**config.mk**
```make
export PLATFORM = sky130hd
export DESIGN_NAME = dltq_front
export DESIGN_NICKNAME = d
export VERILOG_FILES = /design/src/rtl/core/dltq_pkg.sv /design/src/rtl/core/dltq_front.sv
export SDC_FILE = /design/constraint.sdc
export NUM_CORES = 1
export LEC_CHECK = 0
export ABC_AREA = 1
export BUFFER_PORTS_ARGS = -buffer_cell sky130_fd_sc_hd__clkbuf_2
export CORE_ASPECT_RATIO = 1.1
export CORE_MARGIN = 5
export CORE_UTILIZATION = 34
export DETAILED_ROUTE_END_ITERATION = 16
export GPL_ROUTABILITY_DRIVEN = 0
export RECOVER_POWER = 50
export SETUP_SLACK_MARGIN = 0.2
export SYNTH_ARGS = -nofsm -noshare
export SYNTH_HDL_FRONTEND = slang
export SYNTH_SLANG_ARGS = --single-unit
```
**constraint.sdc**
```tcl
create_clock -name clk -period 8.7 [get_ports clk]
set_input_delay 0.435 -clock clk [delete_from_list [all_inputs] [get_ports clk]]
set_output_delay 0.435 -clock clk [all_outputs]
set_load 0.02 [all_outputs]
```
**src/rtl/core/dltq_pkg.sv**
```systemverilog
`timescale 1ns / 1ps
// ----------------------------------------------------------------------------
// Delta list timer queue package
// Shared widths, command and result codes, and the request and result records.
// ----------------------------------------------------------------------------
package dltq_pkg;

  localparam int QUEUE_DEPTH = 16;
  localparam int IDX_W       = $clog2(QUEUE_DEPTH);
  localparam int CNT_W       = IDX_W + 1;
  localparam int DELTA_W     = 31;
  localparam int ACC_W       = DELTA_W + IDX_W + 1;
  localparam int PAYLOAD_W   = 32;
  localparam int PHASE_W     = 4;
  localparam int CMD_W       = 3;
  localparam int KIND_W      = 3;
  localparam int TAG_W       = 16;
  localparam int ID_W        = 8;

  // Command codes on the input channel.
  localparam logic [CMD_W-1:0] CMD_TICK   = 3'd0;
  localparam logic [CMD_W-1:0] CMD_SCHED  = 3'd1;
  localparam logic [CMD_W-1:0] CMD_CANCEL = 3'd2;
  localparam logic [CMD_W-1:0] CMD_EXISTS = 3'd3;
  localparam logic [CMD_W-1:0] CMD_COUNTS = 3'd4;
  localparam logic [CMD_W-1:0] CMD_ACK    = 3'd5;

  // Result kinds.
  localparam logic [KIND_W-1:0] KIND_EXPIRED  = 3'd0;
  localparam logic [KIND_W-1:0] KIND_PERIODIC = 3'd1;
  localparam logic [KIND_W-1:0] KIND_SCHED    = 3'd2;
  localparam logic [KIND_W-1:0] KIND_CANCEL   = 3'd3;
  localparam logic [KIND_W-1:0] KIND_EXISTS   = 3'd4;
  localparam logic [KIND_W-1:0] KIND_COUNTS   = 3'd5;
  localparam logic [KIND_W-1:0] KIND_ACK      = 3'd6;

  typedef enum logic [2:0] {
    OP_TICK, OP_SCHED, OP_CANCEL, OP_EXISTS, OP_COUNTS, OP_ACK
  } op_t;

  typedef struct packed {
    op_t                  op;
    logic                 core;
    logic [DELTA_W-1:0]   delay;
    logic [ID_W-1:0]      msg_id;
    logic [TAG_W-1:0]     tag;
    logic [PAYLOAD_W-1:0] payload;
    logic                 any;
  } req_t;

  typedef struct packed {
    logic [KIND_W-1:0]    kind;
    logic                 core;
    logic [ID_W-1:0]      msg_id;
    logic [TAG_W-1:0]     tag;
    logic [PAYLOAD_W-1:0] payload;
    logic [DELTA_W-1:0]   time_left;
    logic                 found;
    logic [CNT_W-1:0]     count_total;
    logic [CNT_W-1:0]     count_core0;
    logic [CNT_W-1:0]     count_core1;
    logic [CNT_W-1:0]     count_sleep;
    logic                 last;
  } res_t;

  localparam int REQ_Q_DEPTH = 2;
  localparam int REQ_PTR_W   = $clog2(REQ_Q_DEPTH);
  localparam int RES_Q_DEPTH = 4;
  localparam int RES_PTR_W   = $clog2(RES_Q_DEPTH);

endpackage

```
**src/rtl/core/dltq_front.sv**
```systemverilog
`timescale 1ns / 1ps
// ----------------------------------------------------------------------------
// Request front end
// Accepts input requests, decodes the command and queues valid ones.
// ----------------------------------------------------------------------------
module dltq_front (
  input  logic                           clk,
  input  logic                           rst_n,
  input  logic                           push,
  output logic                           full,
  input  logic [dltq_pkg::CMD_W-1:0]     in_cmd,
  input  logic                           in_core,
  input  logic [dltq_pkg::DELTA_W-1:0]   in_delay_ms,
  input  logic [dltq_pkg::ID_W-1:0]      in_msg_id,
  input  logic [dltq_pkg::TAG_W-1:0]     in_handler_tag,
  input  logic [dltq_pkg::PAYLOAD_W-1:0] in_payload,
  input  logic                           in_any_handler,
  output logic                           req_valid,
  output dltq_pkg::req_t                 req_data,
  input  logic                           req_pop
);
  import dltq_pkg::*;

  req_t                  mem_r [REQ_Q_DEPTH];
  logic [REQ_PTR_W-1:0]  wr_r, rd_r;
  logic [REQ_PTR_W:0]    cnt_r;
  logic                  known;
  logic                  wr_en;
  op_t                   op;

  // Decode the command; unknown codes are accepted and dropped.
  always_comb begin
    known = 1'b1;
    op    = OP_TICK;
    unique case (in_cmd)
      CMD_TICK:   op = OP_TICK;
      CMD_SCHED:  op = OP_SCHED;
      CMD_CANCEL: op = OP_CANCEL;
      CMD_EXISTS: op = OP_EXISTS;
      CMD_COUNTS: op = OP_COUNTS;
      CMD_ACK:    op = OP_ACK;
      default:    known = 1'b0;
    endcase
  end

  assign full      = (cnt_r == (REQ_PTR_W+1)'(REQ_Q_DEPTH));
  assign wr_en     = push && !full && known;
  assign req_valid = (cnt_r != '0);
  assign req_data  = mem_r[rd_r];

  // Payload storage.
  always_ff @(posedge clk) begin
    if (wr_en) begin
      mem_r[wr_r] <= '{op: op, core: in_core, delay: in_delay_ms, msg_id: in_msg_id,
                       tag: in_handler_tag, payload: in_payload, any: in_any_handler};
    end
  end

  // Pointers and fill count.
  always_ff @(posedge clk) begin
    if (!rst_n) begin
      wr_r  <= '0;
      rd_r  <= '0;
      cnt_r <= '0;
    end else begin
      if (wr_en) wr_r <= wr_r + 1'b1;
      if (req_pop) rd_r <= rd_r + 1'b1;
      cnt_r <= cnt_r + (REQ_PTR_W+1)'(wr_en) - (REQ_PTR_W+1)'(req_pop);
    end
  end

endmodule

```
== Word level (Yosys, flattened, before mapping) ==
Memories as Yosys holds them, arrays and structs flattened. A register that Yosys moved wholly into a read port is not among the register bits.
Cells that the tools add are included.
Storage, ports and cells
  memory bits (writable): 184
  output and inout bits: 94
  memories kept: 1
  flip-flop bits (word level): 4
  bits of input ports: 96
  logic and storage cells: 26
Memories
  mem_r: depth 2, bits a word 92, read ports 1, clocked after Yosys merged registers in 1, write ports 1, line dltq_front.sv:24  | req_t mem_r [REQ_Q_DEPTH];
Operators by class
  reduce and logical (&&, ||, !) cells: 6
  multiplexer cells: 6
  equality and inequality tests: 6
  add/sub/neg operators: 4
Operator list (count)
  $pmux W3 S5: 1
  $eq A3 B2 Y1 const B: 2
  $eq A3 B3 Y1 const B: 2
  $reduce_or A6 Y1: 1
  $mux W1: 5
  $eq A3 B1 Y1 const B: 1
  $logic_not A3 Y1: 1
  $add A1 B1 Y1 const B: 2
  $add A2 B1 Y2: 1
  $eq A2 B2 Y1 const B: 1
  $logic_and A1 B1 Y1: 2
  $reduce_bool A2 Y1: 1
  $sub A2 B1 Y2: 1
  $logic_not A1 Y1: 1

== Logic depth before layout (Yosys ltp) ==
  depth in word-level cells: 6
  mapped depth: 11
  mapped depth without buffers: 11

== Worst setup path before layout ==
OpenSTA, ideal clock, no wires.
  path kind: in2reg
  from: input port in_cmd[2] (netlist bit)
  to: memory mem_r[0][0] (netlist bit) (enable)
  required time: 8156 ps
  cell stages on the path: 5
  library setup time: 544 ps
  slack: 3576 ps
  path buffers: 0
  arrival: 4580 ps
  cells stage by stage: nand2_1 > nand2_1 > nor2_1 > inv_1 > nor2_1
Between the ends
  longest elaborated chain between the ends: 6
  elaborated cells on any way between the ends: 11
  those cells by class: eq/ne (5); mux (3); reduce/logical (3)
Ends and longest elaborated chain
  start, declared: line dltq_front.sv:11  | input logic [dltq_pkg::CMD_W-1:0] in_cmd,
  $eq A3 B3 Y1, or another cell as far along: line dltq_front.sv:35  | unique case (in_cmd)
  $reduce_or A6 Y1 (no line) (*)
  $mux W1 (*): line dltq_front.sv:35
  $logic_and A1 B1 Y1 (*): line dltq_front.sv:47  | assign wr_en = push && !full && known;
  $mux W1 (*): line dltq_front.sv:53  | if (wr_en) begin
  $mux W1 (not written as such) (*): line dltq_front.sv:54  | mem_r[wr_r] <= '{op: op, core: in_core, delay: in_delay_ms, msg_id: in_msg_id,
  end, declared: line dltq_front.sv:24
Mark *: on every way between the ends. The rest lies on a longest branch, timed or not.

== Final worst setup path ==
  from: register cnt_r[1]
  to: memory mem_r[0][91] (netlist bit) (enable)
Between the ends
  longest elaborated chain between the ends: 6
Ends and longest elaborated chain
  start, declared: line dltq_front.sv:26  | logic [REQ_PTR_W:0] cnt_r;
  start signal, assigned: line dltq_front.sv:68  | cnt_r <= cnt_r + (REQ_PTR_W+1)'(wr_en) - (REQ_PTR_W+1)'(req_pop);
  $eq A2 B2 Y1: line dltq_front.sv:46  | assign full = (cnt_r == (REQ_PTR_W+1)'(REQ_Q_DEPTH));
  $logic_not A1 Y1: line dltq_front.sv:47
  $logic_and A1 B1 Y1 (2 in a row): line dltq_front.sv:47
  $mux W1: line dltq_front.sv:53
  $mux W1 (not written as such): line dltq_front.sv:54
Every way passes these cells.

==> metrics.yaml <==
run_status:
  status: "finished, violations left"
  violations: "capacitance limit, slew limit"
sta:
  finalSetupViolCount: 0
  skew_ns: 0.008269
  max_freq_ghz: 0.2189
  post-route-period-util_pct: 52.50
  tns_ns: 0
  period_needed_ns: 4.568
  slew_headroom_pct: -131.4
  final_hold_viol_count: 0
  rsz0062_at_grt: "no"
  fin_hold_ws_ns: 0.2013
  final_max_slew_viol_count: 78
  worstMarginPinSlew_ns: 3.458
clock_tree:
  cts_made_buffers: 17
  cts.sinks: 189
  ctsHoldBuffers: 0
  clockBufferDepth: 2
  cts_setup_buffers: 0
  clk_root_buffer_cell: "clkbuf_16"
  htree_levels: 4
  clkLatencyLatePin_ns: 0.41
  cts_tree: "done"
  cts_resized: 0
  path_clk_slew_ns: 0.07
synthesis:
  synth-main-ff-cell: "edfxtp_1"
  postSynthCellCount: 327
  synth_warnings: 0
  synth_edf_count: 184
  synth.largest_area_cell: "edfxtp_1"
  synth_common_cells: "edfxtp_1 (184), mux2_4 (80), mux2_2 (12)"
  synth_most_common_cell: "edfxtp_1"
  synthXorXnorAreaFrac_pct: 0
  async_reset_ff_share_pct: 0
  syn_area_per_cell_um2: 22.33
  synth_top_family_by_area: "multiplexers"
  synth_area_um2: 7301
  synth.distinct_cells: 16
  synthSimpleGateAreaFrac_pct: 1.405
  ys_seq_area_share_pct: 77.05
  ys_ff_latch: 189
  synthAdderAreaFrac_pct: 0.3428
  synth_compound_area_share_pct: 0.06855
  ys_top_cells_by_area: "edfxtp_1 (76%), mux2_4 (16%), buf_12 (2.2%)"
  muxShareOfSynthArea_pct: 18.30
  synth_top_area_share_pct: 75.68
  synth_nets: 425
global_routing:
  met1_usage_pct: 12.23
  grt_pass1_wl_um: 20530
  antenna_found_initial: 1
  grtUsageTotal_pct: 11.00
  grt_max_degree: 60
  met2_usage_pct: 19.09
  use_met3_pct: 4.967
  grt_pass1_vias: 4008
  busiest_layer: "met2"
  grt.overflow.total: 0
power_and_ir_drop:
  power_density_nw_per_um2: 235.9
  power_uw: 2106
  ir_drop_v: 0.0001221
  leakagePower_uw: 0.003338
floorplan:
  io_pins: 190
  die_area_um2: 24510
  core_um2: 21230
  rows: 56
  initial_core_util_pct: 34.39
  die_h_um: 163.7
  dieWidth_um: 149.7
setup_path:
  cp.required_ns: 8.74
  critPathLaunch: "cnt_r[1]"
  cp_slowest_cell: "nor2_1"
  r2r-start: "cnt_r[1]"
  arrival_ns: 4.61
  crit_top_cell: "nor2_1"
  path_class: "flip-flop to flip-flop"
  worstPathMaxFanout: 51
  endpoint_kind: "flip-flop"
  slowest_delay_ns: 2.51
  path_cells: "inv_1 > nor2_1 > nor2_1 > inv_1 > nor2_1 > buf_4"
  crit_path_start_kind: "flip-flop"
routing:
  ant_nets: 0
  routed_via_density: 4.296
  drc: 0
  drt_iter0_drc: 166
  wl_per_cell_um: 16.15
  first_pass_iters: 4
  vias: 3561
  drt_wl_total_um: 13390
finish:
  ff_latch_area_um2: 5629
  fin_area_um2: 8929
  drive_gt1_share_pct: 44.16
  nFillCells: 1966
  fin_util_pct: 42.06
  area_growth_pct: 22.30
  nets: 626
  diodes: 0
  multi_input_area_um2: 1469
placed_design:
  hpwl_um: 9151
  placed_area_um2: 8469
  numPortBuffers: 189
hold_path:
  hp-class: "input port to flip-flop"
  hold_start: "in_payload[9]"
run:
  drv_cap: 2
[placed cells by master (no fill, tap or decap)]
master,count
buf_4,3
clkinv_4,1
dfxtp_4,1
clkbuf_16,17
dfxtp_1,4
a21oi_1,1
nor2_1,11
inv_6,4
mux2_4,80
clkbuf_1,79
and2_0,1
clkinv_2,3
mux2_2,12
ha_1,2
edfxtp_1,184
nand3_1,1
inv_1,7
clkbuf_2,110
nand2_1,10
nand4_1,1
clkinvlp_4,3
clkinvlp_2,1
or2_2,1
bufinv_16,2
[stage by stage]
step	setup slack, ns	cells
after floorplan	3.576	327
after global placement	5.686	799
after detailed placement	5.625	799
after CTS	5.419	829
after global routing	3.615	829
final	4.132	829
[where the power goes]
part / switching [µW] / internal [µW] / leakage (µW)
clock network: 322 / 422 / 0.000272
logic: 152 / 112 / 0.00132
registers: 25.2 / 1070 / 0.00174
[kinds of logic after synthesis]
logic type | after synthesis
AOI/OAI and AO/OA | 1
adders and majority gates | 2
buffers and inverters | 18
DFF | 189
muxes | 92
and+or+nand+nor | 25
[layer usage]
layer	part of all wire (%)	routed length [µm]
met5	0.052	7
met4	0.68	91
met3	8.9	1189
met2	51	6851
met1	39	5246
[worst max-delay path, delay by kind of cell (launching register included)]
family / cells / cell delay, ns
buf+inv: 3 / 1.04
flops: 1 / 0.33
simple gates: 3 / 2.72
[layout make-up]
cell class | instances | share of cell area [%]
Clock inverter | 13 | 1.584
Clock buffer | 17 | 4.765
Sequential cell | 189 | 63.05
Tap cell | 290 | 4.064
Inverter | 8 | 0.3503
Multi-Input combinational cell | 120 | 16.45
Timing Repair Buffer | 192 | 9.739
[registers in the layout (all words and copies together), names as in the netlist, named ones only]
name and count:
cnt_r 2, mem_r 184, rd_r 1, wr_r 1
[path summary, 6_finish.rpt]
path,to,slack (ns),depth (start not counted)
worst max-delay path,mem_r[0][91],4.13,6
worst min-delay path,mem_r[0][10],0.20,1
worst max register to register,mem_r[0][91],4.13,6
worst min register to register,rd_r,0.51,2
(Power assumes the default switching activity.)
