File: config.mk
export PLATFORM = sky130hd
export DESIGN_NAME = dltq_res_q
export DESIGN_NICKNAME = d
export VERILOG_FILES = /design/src/rtl/core/dltq_pkg.sv /design/src/rtl/core/dltq_res_q.sv
export SDC_FILE = /design/constraint.sdc
export NUM_CORES = 1
export LEC_CHECK = 0
export BUFFER_PORTS_ARGS = -buffer_cell sky130_fd_sc_hd__buf_2
export CAP_MARGIN = 20
export CELL_PAD_IN_SITES_DETAIL_PLACEMENT = 1
export CELL_PAD_IN_SITES_GLOBAL_PLACEMENT = 1
export CORE_ASPECT_RATIO = 0.7
export CORE_MARGIN = 3
export CORE_UTILIZATION = 56
export CTS_BUF_LIST = sky130_fd_sc_hd__clkbuf_8
export DETAILED_ROUTE_END_ITERATION = 16
export HOLD_SLACK_MARGIN = 0.02
export PLACE_DENSITY = 0.85
export SYNTH_ARGS = -nofsm -noshare
export SYNTH_HDL_FRONTEND = slang
export SYNTH_SLANG_ARGS = --single-unit
File: constraint.sdc
create_clock -name clk -period 10.6 [get_ports clk]
set_input_delay 1.06 -clock clk [delete_from_list [all_inputs] [get_ports clk]]
set_output_delay 1.06 -clock clk [all_outputs]
set_load 0.005 [all_outputs]
File: src/rtl/core/dltq_pkg.sv
`timescale 1ns / 1ps
// ----------------------------------------------------------------------------
// Delta list timer queue package
// Shared widths, command and result codes, and the request and result records.
// ----------------------------------------------------------------------------
package dltq_pkg;

  localparam int QUEUE_DEPTH = 16;
  localparam int IDX_W       = $clog2(QUEUE_DEPTH);
  localparam int CNT_W       = IDX_W + 1;
  localparam int DELTA_W     = 31;
  localparam int ACC_W       = DELTA_W + IDX_W + 1;
  localparam int PAYLOAD_W   = 32;
  localparam int PHASE_W     = 4;
  localparam int CMD_W       = 3;
  localparam int KIND_W      = 3;
  localparam int TAG_W       = 16;
  localparam int ID_W        = 8;

  // Command codes on the input channel.
  localparam logic [CMD_W-1:0] CMD_TICK   = 3'd0;
  localparam logic [CMD_W-1:0] CMD_SCHED  = 3'd1;
  localparam logic [CMD_W-1:0] CMD_CANCEL = 3'd2;
  localparam logic [CMD_W-1:0] CMD_EXISTS = 3'd3;
  localparam logic [CMD_W-1:0] CMD_COUNTS = 3'd4;
  localparam logic [CMD_W-1:0] CMD_ACK    = 3'd5;

  // Result kinds.
  localparam logic [KIND_W-1:0] KIND_EXPIRED  = 3'd0;
  localparam logic [KIND_W-1:0] KIND_PERIODIC = 3'd1;
  localparam logic [KIND_W-1:0] KIND_SCHED    = 3'd2;
  localparam logic [KIND_W-1:0] KIND_CANCEL   = 3'd3;
  localparam logic [KIND_W-1:0] KIND_EXISTS   = 3'd4;
  localparam logic [KIND_W-1:0] KIND_COUNTS   = 3'd5;
  localparam logic [KIND_W-1:0] KIND_ACK      = 3'd6;

  typedef enum logic [2:0] {
    OP_TICK, OP_SCHED, OP_CANCEL, OP_EXISTS, OP_COUNTS, OP_ACK
  } op_t;

  typedef struct packed {
    op_t                  op;
    logic                 core;
    logic [DELTA_W-1:0]   delay;
    logic [ID_W-1:0]      msg_id;
    logic [TAG_W-1:0]     tag;
    logic [PAYLOAD_W-1:0] payload;
    logic                 any;
  } req_t;

  typedef struct packed {
    logic [KIND_W-1:0]    kind;
    logic                 core;
    logic [ID_W-1:0]      msg_id;
    logic [TAG_W-1:0]     tag;
    logic [PAYLOAD_W-1:0] payload;
    logic [DELTA_W-1:0]   time_left;
    logic                 found;
    logic [CNT_W-1:0]     count_total;
    logic [CNT_W-1:0]     count_core0;
    logic [CNT_W-1:0]     count_core1;
    logic [CNT_W-1:0]     count_sleep;
    logic                 last;
  } res_t;

  localparam int REQ_Q_DEPTH = 2;
  localparam int REQ_PTR_W   = $clog2(REQ_Q_DEPTH);
  localparam int RES_Q_DEPTH = 4;
  localparam int RES_PTR_W   = $clog2(RES_Q_DEPTH);

endpackage

File: src/rtl/core/dltq_res_q.sv
`timescale 1ns / 1ps
// ----------------------------------------------------------------------------
// Result queue
// Holds finished results until the consumer pops them.
// ----------------------------------------------------------------------------
module dltq_res_q (
  input  logic           clk,
  input  logic           rst_n,
  input  logic           wr_en,
  input  dltq_pkg::res_t wr_data,
  output logic           res_full,
  output logic           empty,
  input  logic           pop,
  output dltq_pkg::res_t rd_data
);
  import dltq_pkg::*;

  res_t                  mem_r [RES_Q_DEPTH];
  logic [RES_PTR_W-1:0]  wr_r, rd_r;
  logic [RES_PTR_W:0]    cnt_r;
  logic                  do_wr, do_rd;

  assign res_full = (cnt_r == (RES_PTR_W+1)'(RES_Q_DEPTH));
  assign empty    = (cnt_r == '0);
  assign do_wr    = wr_en && !res_full;
  assign do_rd    = pop && !empty;
  assign rd_data  = mem_r[rd_r];

  // Payload storage.
  always_ff @(posedge clk) begin
    if (do_wr) mem_r[wr_r] <= wr_data;
  end

  // Pointers and fill count.
  always_ff @(posedge clk) begin
    if (!rst_n) begin
      wr_r  <= '0;
      rd_r  <= '0;
      cnt_r <= '0;
    end else begin
      if (do_wr) wr_r <= wr_r + 1'b1;
      if (do_rd) rd_r <= rd_r + 1'b1;
      cnt_r <= cnt_r + (RES_PTR_W+1)'(do_wr) - (RES_PTR_W+1)'(do_rd);
    end
  end

endmodule

Yosys cells after proc, flatten, opt, wreduce, memory -nomap -nowiden
Memories as Yosys holds them, arrays and structs flattened. A register that Yosys moved wholly into a read port is not among the register bits.
Index checks and enable logic that the tools add are counted.
{"block": "classes", "n_eq_ne": 1, "n_reduce_logical": 5, "n_shift": 0, "order_cmp": 0, "n_div": 0, "addsub": 4, "mul": 0, "muxes": 4, "bitwise_logic": 0}
{"op": "2-bit by 1-bit adder with 2-bit output, second input constant", "n": 2}
{"op": "2-bit two-way mux", "n": 2}
{"op": "3-bit by 1-bit adder with 3-bit output", "n": 1}
{"op": "3-bit == test, second input constant", "n": 1}
{"op": "3-bit logical NOT", "n": 1}
{"op": "3-bit by 1-bit subtractor with 3-bit output", "n": 1}
{"op": "1-bit logical AND", "n": 2}
{"op": "1-bit logical NOT", "n": 2}
{"op": "1-bit two-way mux", "n": 2}
{"block": "totals", "inputBits": 117, "mem_bits_rw": 452, "register_bits": 7, "romBits": 0, "latchBits": 0, "memories": 1}
{"memory": "mem_r", "depth": 4, "word_bits": 113, "read_ports": 1, "rd_ports_with_merged_regs": 1, "write_ports": 1, "line_no": "dltq_res_q.sv:18", "rtl": "res_t mem_r [RES_Q_DEPTH];"}

Longest topological paths before layout
Gate-level depths: netlist of the first run.
{"block": "depth", "word_depth": 5, "depth_mapped": 11}

Least setup slack after synthesis of the first run
No wires, ideal clock.
{"block": "synth_timing", "path_kind": "input -> register", "from": "in wr_en", "to": "mem mem_r[0][0] in the netlist's numbering (enable)", "n_path_buf": 1, "setup_time_ns": 0.485, "path_stages": 3, "slack_ns": 6.072, "arrival_ns": 4.043, "cell_sequence": "nor2b_1 -> clkbuf_1 -> and2_1"}
{"block": "synth_between", "elab_chain_cells": 3}
{"item": "start: declaration", "line_no": "dltq_res_q.sv:9", "rtl": "input logic wr_en,"}
{"item": "1-bit logical AND", "line_no": "dltq_res_q.sv:25", "rtl": "assign do_wr = wr_en && !res_full;"}
{"item": "1-bit two-way mux", "line_no": "dltq_res_q.sv:31", "rtl": "if (do_wr) mem_r[wr_r] <= wr_data;"}
{"item": "1-bit two-way mux (implied by the code)", "line_no": "dltq_res_q.sv:31"}
{"item": "end: declaration", "line_no": "dltq_res_q.sv:18"}
Every way passes these cells.

==> results.toml, run 1 <==
[logic_synthesis]
yosysSeqAreaShare = 0.819
syn_area_sq_um = 16800
synth_cell_types = 21
synthCells = 642
synth_warnings = 0
synth.net_count = 766
postSynthRegisterBits = 461
syn_avg_cell_area_sq_um = 26.2

[final_layout]
fin_area_sq_um = 19500
final_common_cell = "edfxtp_1"
layout_common_cells = "edfxtp_1 (452), buf_2 (231), mux4_2 (113)"
fillerInstances = 2352
nets = 1047
layout-drive-gt1-share = 0.453
area.growth.synth_to_final_pct = 16.3

[pwr]
switchingPower_mw = 1.15
p_clk_frac = 0.287
p_sw_frac = 0.259
pwr-share-seq = 0.518
p_leak_nw = 6.60
pwr-share-comb = 0.195
p_per_area_nw_per_um2 = 227
ir_drop_v = 0.000171
p_int_mw = 3.29

[clock_tree]
post_cts_resize_count = 0
hold_buffers = 0
postCtsSetupBuffers = 0
cts_tree = "yes"
cts_sinks = 461
numCtsBuffers = 67
clockRootBuffer = "clkbuf_8"
cts_buffer_depth = 3
cts.reportedPaths.clkPinSlew_ns = 0.06
h-tree-depth = 3
clock_latency_ns = 0.59

[hold_path]
hp-class = "register to register"
min_from = "rd_r[0]"
whs_path_depth = 2

[run]
drv_cap = 0

[timing]
max_slew_margin = 0.312
rsz0062_at_grt = "no"
final.period_utilization = 0.459
finalSetupViolCount = 0
min_period_ns = 4.87
tns_ns = 0
fin_skew_ns = 0.0178
hold_viol = 0
worstMarginPinSlew_ns = 1.03
slew_violations = 0
max_freq_ghz = 0.205

[global_route]
grt_remaining_overflow = 0
grt-busiest-layer = "met2"
grt_max_degree = 73
grt_pass1_wl_mm = 53.4
antenna_found_initial = 13
use_met1 = 0.298
grt_pass1_vias = 8579
grt_usage = 0.229
met2_usage = 0.359
use_met3 = 0.0944

[drt]
drt_iter0_drc = 668
wl_mm = 35.9
routedWlPerCell_microns = 26.5
vias = 7852
firstDrtPassIters = 6
via_per_inst = 5.79
ant_nets = 0
route.detailed.drc = 0

[floorplan]
dieArea_sq_um = 32200
die_h_microns = 151
start_util = 0.575
dieWidth_microns = 213
core-area_sq_um = 29200
rows = 52
num_io_pins = 232

[placement]
port_buffers = 231
placed_cell_area_sq_um = 18300
gp_congestion = 0.708
hpwlAfterDp_mm = 22.3

[critical_path]
slowest_delay_ns = 0.80
arrival_ns = 3.81
cp-start-kind = "register"
r2r_slack_ns = 7.55
timing.rr.start = "cnt_r[2]"
rr_endpoint = "mem_r[2][69]"
reg2regPathDepth = 4
critPathCaptureType = "output pin"
critical_path_class = "register to output pin"
worst_ep_required_time_ns = 9.54
critPathMaxFanout = 41
cp_common_cell = "buf_4"
worstPathCellList = "buf_4, buf_4, mux4_2, buf_2"
cp_slowest_cell = "buf_4"

[run_status]
status = "complete, no violations"
power groups by stage:
stage | sequential (mW) | clock [mW] | combinational [mW]
3_3_place_gp | 2.33 | 0 | 0.837
5_1_grt | 2.32 | 1.39 | 0.946
2_1_floorplan | 2.29 | 0 | 0.572
4_1_cts | 2.31 | 1.31 | 0.875
3_5_place_dp | 2.35 | 0 | 0.868
6_report | 2.30 | 1.27 | 0.866
cell families after synthesis:
| kind of cell | Yosys count | synth area share |
|---|---|---|
| buf+inv | 34 | 0.0143 |
| simple gates | 19 | 0.00648 |
| fa+ha+maj | 7 | 0.00566 |
| xor+xnor | 2 | 0.00104 |
| compound gates | 4 | 0.00134 |
| mux | 115 | 0.153 |
| flops | 461 | 0.819 |
cell type report:
type	count	area (sq um)	share of cell area
Antenna cell	10	25.0	0.00128
Tap cell	378	473	0.0242
Sequential cell	461	13800	0.704
Clock inverter	42	198	0.0101
Multi-Input combinational cell	147	2820	0.144
Timing Repair Buffer	240	1260	0.0647
Inverter	6	22.5	0.00115
Clock buffer	71	977	0.0500
registers in the layout (all words and copies together), names as in the netlist, named ones only:
| register | flops |
|---|---|
| rd_r | 2 |
| mem_r | 452 |
| wr_r | 2 |
| cnt_r | 3 |
metrics by stage:
stage	setup slack, ns	power [mW]	util	hold slack [ns]	cells
final	5.73	4.44	0.669	0.525	1355
after global routing	5.30	4.65	0.668	0.567	1349
after CTS	5.57	4.49	0.666	0.528	1343
after detailed placement	6.24	3.21	0.626	0.506	1230
after global placement	6.29	3.16	0.626	0.479	1230
after floorplan	6.07	2.87	-	0.461	642
Yosys cell counts:
cell,instances,area [sq um]
mux2i_1,2,20.0
ha_1,6,75.1
or3_1,1,6.26
edfxtp_1,452,13600
buf_6,1,11.3
a21boi_0,1,7.51
nor3b_1,1,7.51
mux4_2,113,2540
buf_8,8,120
clkbuf_1,7,26.3
fa_1,1,20.0
and2_1,7,43.8
o21ai_0,3,15.0
or4bb_1,1,11.3
xnor2_1,2,17.5
dfxtp_1,9,180
inv_1,6,22.5
nand2_1,6,22.5
buf_2,12,60.1
nor3_1,1,5.00
nor2b_1,2,12.5
worst max-delay path by stage:
stage	start	end	slack (ns)
floorplan	wr_en	mem_r[0][0]	6.07
global placement	register	rd_data[75]	6.29
detailed placement	register	rd_data[75]	6.24
CTS	register	rd_data[58]	5.57
global route	register	rd_data[75]	5.30
finish	register	rd_data[75]	5.73
worst max-delay path: cells and delay by family (launching register included):
kind,cells,cell delay (ns)
buffers and inverters,3,1.70
flip-flops,1,0.77
multiplexers,1,0.62
routing by layer:
layer / routed length, microns / part of all wire
met1: 14100 / 0.39
met2: 17400 / 0.49
met3: 3450 / 0.096
met4: 878 / 0.024
met5: 83 / 0.0023
Note: power is estimated with default switching activity, not from simulation.
==> run 2, diff against run 1 <==
Settings changed: CORE_UTILIZATION 56 to 47, PLACE_DENSITY 0.85 to 0.76.
Clock period 10.6 ns to 3.98 ns, I/O delays scaled along.
==> run 2 against run 1 <==
Combinational power grew to 2.9 times the previous value. Non-clock buffer count is 124 higher. Worst hold slack got worse by 0.36 ns. Via count grew 4.8%. Clock power increased to 2.9 times the previous value. Clock skew up 0.014 ns. Sequential cell count did not move. Sequential share of layout area down 4.8 points. Critical endpoint is now rd_data[107]. Highest routed layer unchanged.
==> results.toml, run 2 (synthesis gave the netlist of run 1 again) <==
[floorplan]
rows = 57
core-area_sq_um = 34900
num_io_pins = 232
dieArea_sq_um = 38100
die_h_microns = 164
start_util = 0.481
dieWidth_microns = 232

[drt]
wl_mm = 38.0
firstDrtPassIters = 5
drt_iter0_drc = 555
route.detailed.drc = 0
routedWlPerCell_microns = 24.2
via_per_inst = 5.25
vias = 8225
ant_nets = 0

[final_layout]
largest_reg_flops = 452
final_common_cell = "edfxtp_1"
layout-drive-gt1-share = 0.415
nets = 1175
top_regs = "mem_r: 452 flops, cnt_r: 3 flops"
layout_common_cells = "edfxtp_1 (452), buf_2 (231), mux4_2 (113), dlygate4sd3_1 (113), clkbuf_8 (72)"
area.growth.synth_to_final_pct = 24.9
top_register = "mem_r"
fin_area_sq_um = 21000
fillerInstances = 2998

[pwr]
p_leak_nw = 7.17
ir_drop_v = 0.000414
p_per_area_nw_per_um2 = 583
p_total_mw = 12.2

[global_route]
grt_usage = 0.204
grt_pass1_vias = 9314
grt-busiest-layer = "met2"
use_met1 = 0.278
grt_remaining_overflow = 0
grt_max_degree = 55
use_met3 = 0.0527
antenna_found_initial = 2
grt_pass1_wl_mm = 57.9
met2_usage = 0.330

[timing]
hold_viol = 0
max_slew_margin = 0.393
slew_violations = 0
hold-worst-slack_ns = 0.166
fin_skew_ns = 0.0320
max_freq_ghz = 0.347
tns_ns = 0
min_period_ns = 2.88
final.period_utilization = 0.725
worstMarginPinSlew_ns = 0.910
finalSetupViolCount = 0
rsz0062_at_grt = "no"
fin_ws_ns = 1.10

[critical_path]
critPathTopFamily = "flip-flops"
reg2regPathDepth = 10
critPathMaxFanout = 51
critPathBufInv = 2
slowest_delay_ns = 0.92
arrival_ns = 2.49
worstPathCellList = "buf_4, mux4_2, buf_2"
critPathCaptureType = "output pin"
critical_path_class = "register to output pin"
worst_ep_required_time_ns = 3.58
r2r_slack_ns = 1.41
cp_slowest_cell = "dfxtp_4"
cp-start-kind = "register"
cp.depth = 3

[clock_tree]
cts_buffer_depth = 3
numCtsBuffers = 71
clock_latency_ns = 0.62
cts_tree = "yes"
cts.reportedPaths.clkPinSlew_ns = 0.06
clockRootBuffer = "clkbuf_8"
cts_sinks = 461
hold_buffers = 113
post_cts_resize_count = 0
postCtsSetupBuffers = 0
h-tree-depth = 3

[hold_path]
whs_path_depth = 3
hp-class = "input pin to register"

[placement]
port_buffers = 231
placed_cell_area_sq_um = 18600
hpwlAfterDp_mm = 21.7
gp_congestion = 0.694
pre_cts_ws_ns = 1.39

[run_status]
status = "complete, no violations"

[run]
drv_cap = 0
==> run 2: cell count changes in the layout (fill, tap and decap cells not counted), sizes merged <==
| cell | delta |
|---|---|
| buf | +11 |
| bufinv | +1 |
| clkbuf | +1 |
| clkinv | -5 |
| clkinvlp | +2 |
| diode | -9 |
| dlygate4sd3 | +113 |
| inv | +4 |
==> run 2: per-stage QoR <==
stage | util | instances
global placement | 0.532 | 1337
global route | 0.600 | 1567
floorplan | - | 642
detailed placement | 0.532 | 1337
CTS | 0.600 | 1566
finish | 0.600 | 1567
==> run 2: path summary, 6_finish.rpt <==
| kind | start | endpoint |
|---|---|---|
| hold reg to reg | rd_r[1] | register |
| setup reg to reg | cnt_r[2] | cnt_r[2] |
| hold / removal | rst_n | wr_r[0] |
| setup / recovery | register | rd_data[107] |
==> run 2: power breakdown <==
part / total, mW / switching (mW) / internal [mW]
registers: 6.12 / 0.230 / 5.89
clock network: 3.62 / 1.80 / 1.82
logic: 2.48 / 1.19 / 1.29
total: 12.2 / 3.23 / 9.00
==> run 2: tightest hold or removal path, cell delays in order <==
cell and delay [ns]:
buf_2 0.16, nand2_1 0.08, mux2i_1 0.06
==> run 2: per-layer routing <==
metal	routed length, microns	up-vias	part of all wire
met1	16200	4312	0.43
li1	-	3576	-
met5	13	-	0.00034
met4	701	2	0.018
met3	2180	69	0.057
met2	18900	266	0.50
==> run 2: area by class of cell <==
type	instances	area, sq um	area share
Clock inverter	44	258	0.0123
Timing Repair Buffer	364	2540	0.121
Tap cell	472	591	0.0281
Clock buffer	72	991	0.0472
Antenna cell	1	2.50	0.000119
Sequential cell	461	13800	0.656
Inverter	6	22.5	0.00107
Multi-Input combinational cell	147	2820	0.134
==> run 3, diff against run 2 <==
Settings changed: ABC_AREA set to 1, CORE_UTILIZATION 47 to 45, PLACE_DENSITY 0.76 to 0.77.
Clock period 3.98 ns to 2.6 ns, I/O delays scaled along.
==> run 3 against run 2 <==
Clock power is 50% higher. Total power is 57% higher. Worst hold slack better by 0.24 ns. Global-route usage is 1.2 points higher. Combinational power is 79% higher. Sequential share of layout area is 1.1 points lower. Clock skew is 0.015 ns lower. Final area is 1.8% higher. Sequential cell count stayed put. Worst setup slack worse by 0.97 ns. Via count is 35% higher. Critical path type unchanged. Largest power group unchanged.
==> results.toml, run 3 <==
[run_status]
status = "complete, no violations"

[critical_path]
cp-start-kind = "register"
critPathMaxFanout = 48
worstPathCellList = "inv_6, buf_12, o21ai_0, o22ai_1, buf_2"
cp_slowest_cell = "dfxtp_4"
critPathCaptureType = "output pin"
arrival_ns = 2.22
critPathTopFamily = "buffers and inverters"
critical_path_class = "register to output pin"
critPathBufInv = 3
worst_ep_required_time_ns = 2.34
slowest_delay_ns = 0.40

[logic_synthesis]
yosysTopAreaCell = "edfxtp_1"
postSynthRegisterBits = 461
synth_top_family_by_area = "compound AO/OA/AOI/OAI gates"
synth_xor_area_frac = 0
ys.flop_type = "edfxtp_1"
syn_avg_cell_area_sq_um = 14.8
synth_commonest_cells = "edfxtp_1 (452), nor2_1 (238), o21ai_0 (196), o22ai_1 (113), clkbuf_1 (37)"
synth-compound-area-share = 0.108
synth.net_count = 1284
synth_warnings = 0
synth_edf_count = 452
syn_area_sq_um = 17200
yosys.area_share.simple = 0.0562
synth-adder-area-share = 0.00553
synth_cell_types = 19
yosysSeqAreaShare = 0.800
async_flop_share = 0
synth.most_common_cell = "edfxtp_1"
ys_top_cells_by_area = "edfxtp_1 (79%), o21ai_0 (5.7%), nor2_1 (5.2%), o22ai_1 (4.1%), dfxtp_1 (1.0%)"
synth_top_area_frac = 0.789
synthCells = 1160
muxShareOfSynthArea = 0

[drt]
vias = 11100
via_per_inst = 5.35
wl_mm = 44.0
routedWlPerCell_microns = 21.2
firstDrtPassIters = 5
ant_nets = 0
route.detailed.drc = 0
drt_iter0_drc = 889

[clock_tree]
cts.reportedPaths.clkPinSlew_ns = 0.07
cts_buffer_depth = 3
h-tree-depth = 3
cts_tree = "yes"
numCtsBuffers = 71
cts_sinks = 461
clock_latency_ns = 0.60
clockRootBuffer = "clkbuf_8"

[global_route]
grt_usage = 0.216
grt_pass1_wl_mm = 68.1
grt_max_degree = 103
grt_pass1_vias = 12000
grt_remaining_overflow = 0
antenna_found_initial = 0

[pwr]
p_leak_nw = 7.64
p_total_mw = 19.1
p_per_area_nw_per_um2 = 896
ir_drop_v = 0.000728

[floorplan]
die_h_microns = 170
dieArea_sq_um = 40600
start_util = 0.459
rows = 59
core-area_sq_um = 37400
dieWidth_microns = 240
num_io_pins = 232

[timing]
hold_viol = 0
max_slew_margin = 0.617
finalSetupViolCount = 0
fin_skew_ns = 0.0171
tns_ns = 0
slew_violations = 0
rsz0062_at_grt = "no"
worstMarginPinSlew_ns = 0.574
min_period_ns = 2.48
final.period_utilization = 0.954
max_freq_ghz = 0.403

[final_layout]
layout-drive-gt1-share = 0.220
fillerInstances = 3672
largest_reg_flops = 452
nets = 1654
top_register = "mem_r"
layout_common_cells = "edfxtp_1 (452), nor2_1 (233), buf_2 (231)"
fin_area_sq_um = 21400
area.growth.synth_to_final_pct = 24.2
final_common_cell = "edfxtp_1"
instances_no_fill = 2074
fin_util = 0.571
top_regs = "mem_r: 452 flops, cnt_r: 3 flops"

[hold_path]
hp-class = "input pin to register"

[placement]
gp_congestion = 0.701
port_buffers = 231
dp_cells = 1829
placed_cell_area_sq_um = 18900
hpwlAfterDp_mm = 24.4

[run]
drv_cap = 0
[run 3: cell count changes after synthesis, moves of 30 or more]
cell	change
clkbuf_1	+30
mux4_2	-113
nor2_1	+238
o21ai_0	+193
o21ai_1	+30
o22ai_1	+113
[run 3: what timing repair did]
| item | CTS | global route |
|---|---|---|
| resized for setup | 0 | 2 |
| buffers inserted | 0 | 0 |
| endpoints found under the hold margin | 461 | 0 |
| setup endpoints to repair | 0 | 9 |
| hold buffers | 116 | 0 |
[run 3: worst register-to-register path, cell delays in order, from the launching register on]
cell,delay [ns]
dfxtp_2,0.33
nor2_2,0.14
nand2_1,0.14
inv_1,0.09
nor2_1,0.04
ha_1,0.26
inv_1,0.04
ha_1,0.19
fa_1,0.41
nand3_1,0.10
nand2_1,0.06
nor2_1,0.09
[run 3: final timing paths]
kind / slack [ns] / to / startpoint / depth (start not counted)
worst min-delay path: 0.40 / mem_r[3][33] / wr_data[33] / 2
worst max-delay path: 0.12 / rd_data[23] / register / 5
worst max register to register: 0.65 / cnt_r[2] / cnt_r[0] / 11
worst min register to register: 0.50 / rd_r[0] / rd_r[0] / 2
[run 3: cell families after synthesis]
logic type / Yosys count
buf+inv: 92
simple gates: 256
flops: 461
compound gates: 344
fa+ha+maj: 7
[run 3: cell type report]
cell class / count / area, sq um / area share
Clock buffer: 74 / 1020 / 0.0477
Tap cell: 488 / 611 / 0.0286
Clock inverter: 54 / 234 / 0.0110
Timing Repair Buffer: 370 / 2680 / 0.126
Multi-Input combinational cell: 607 / 2970 / 0.139
Inverter: 19 / 78.8 / 0.00369
Sequential cell: 461 / 13800 / 0.644
Antenna cell: 1 / 2.50 / 0.000117
[run 3: routing by layer]
layer | up-vias | track usage | part of all wire
met3 | 71 | 0.0593 | 0.063
li1 | 5134 | - | -
met5 | - | 0 | 0
met2 | 298 | 0.372 | 0.50
met4 | 0 | 0.0654 | 0.022
met1 | 5590 | 0.270 | 0.42
[run 3: where the power goes]
group          internal (mW)  switching [mW]  leakage (nW)
registers               9.05           0.214          4.22
logic                   1.58            2.87          2.68
clock network           2.66            2.77         0.738
total                   13.3            5.85          7.64
[run 3: through the flow]
| step | setup slack, ns | hold slack [ns] |
|---|---|---|
| after floorplan | -0.107 | 0.353 |
| after global placement | 0.701 | 0.465 |
| after detailed placement | 0.637 | 0.475 |
| after CTS | 0.0359 | 0.347 |
| after global routing | 0.00130 | 0.373 |
| final | 0.121 | 0.402 |
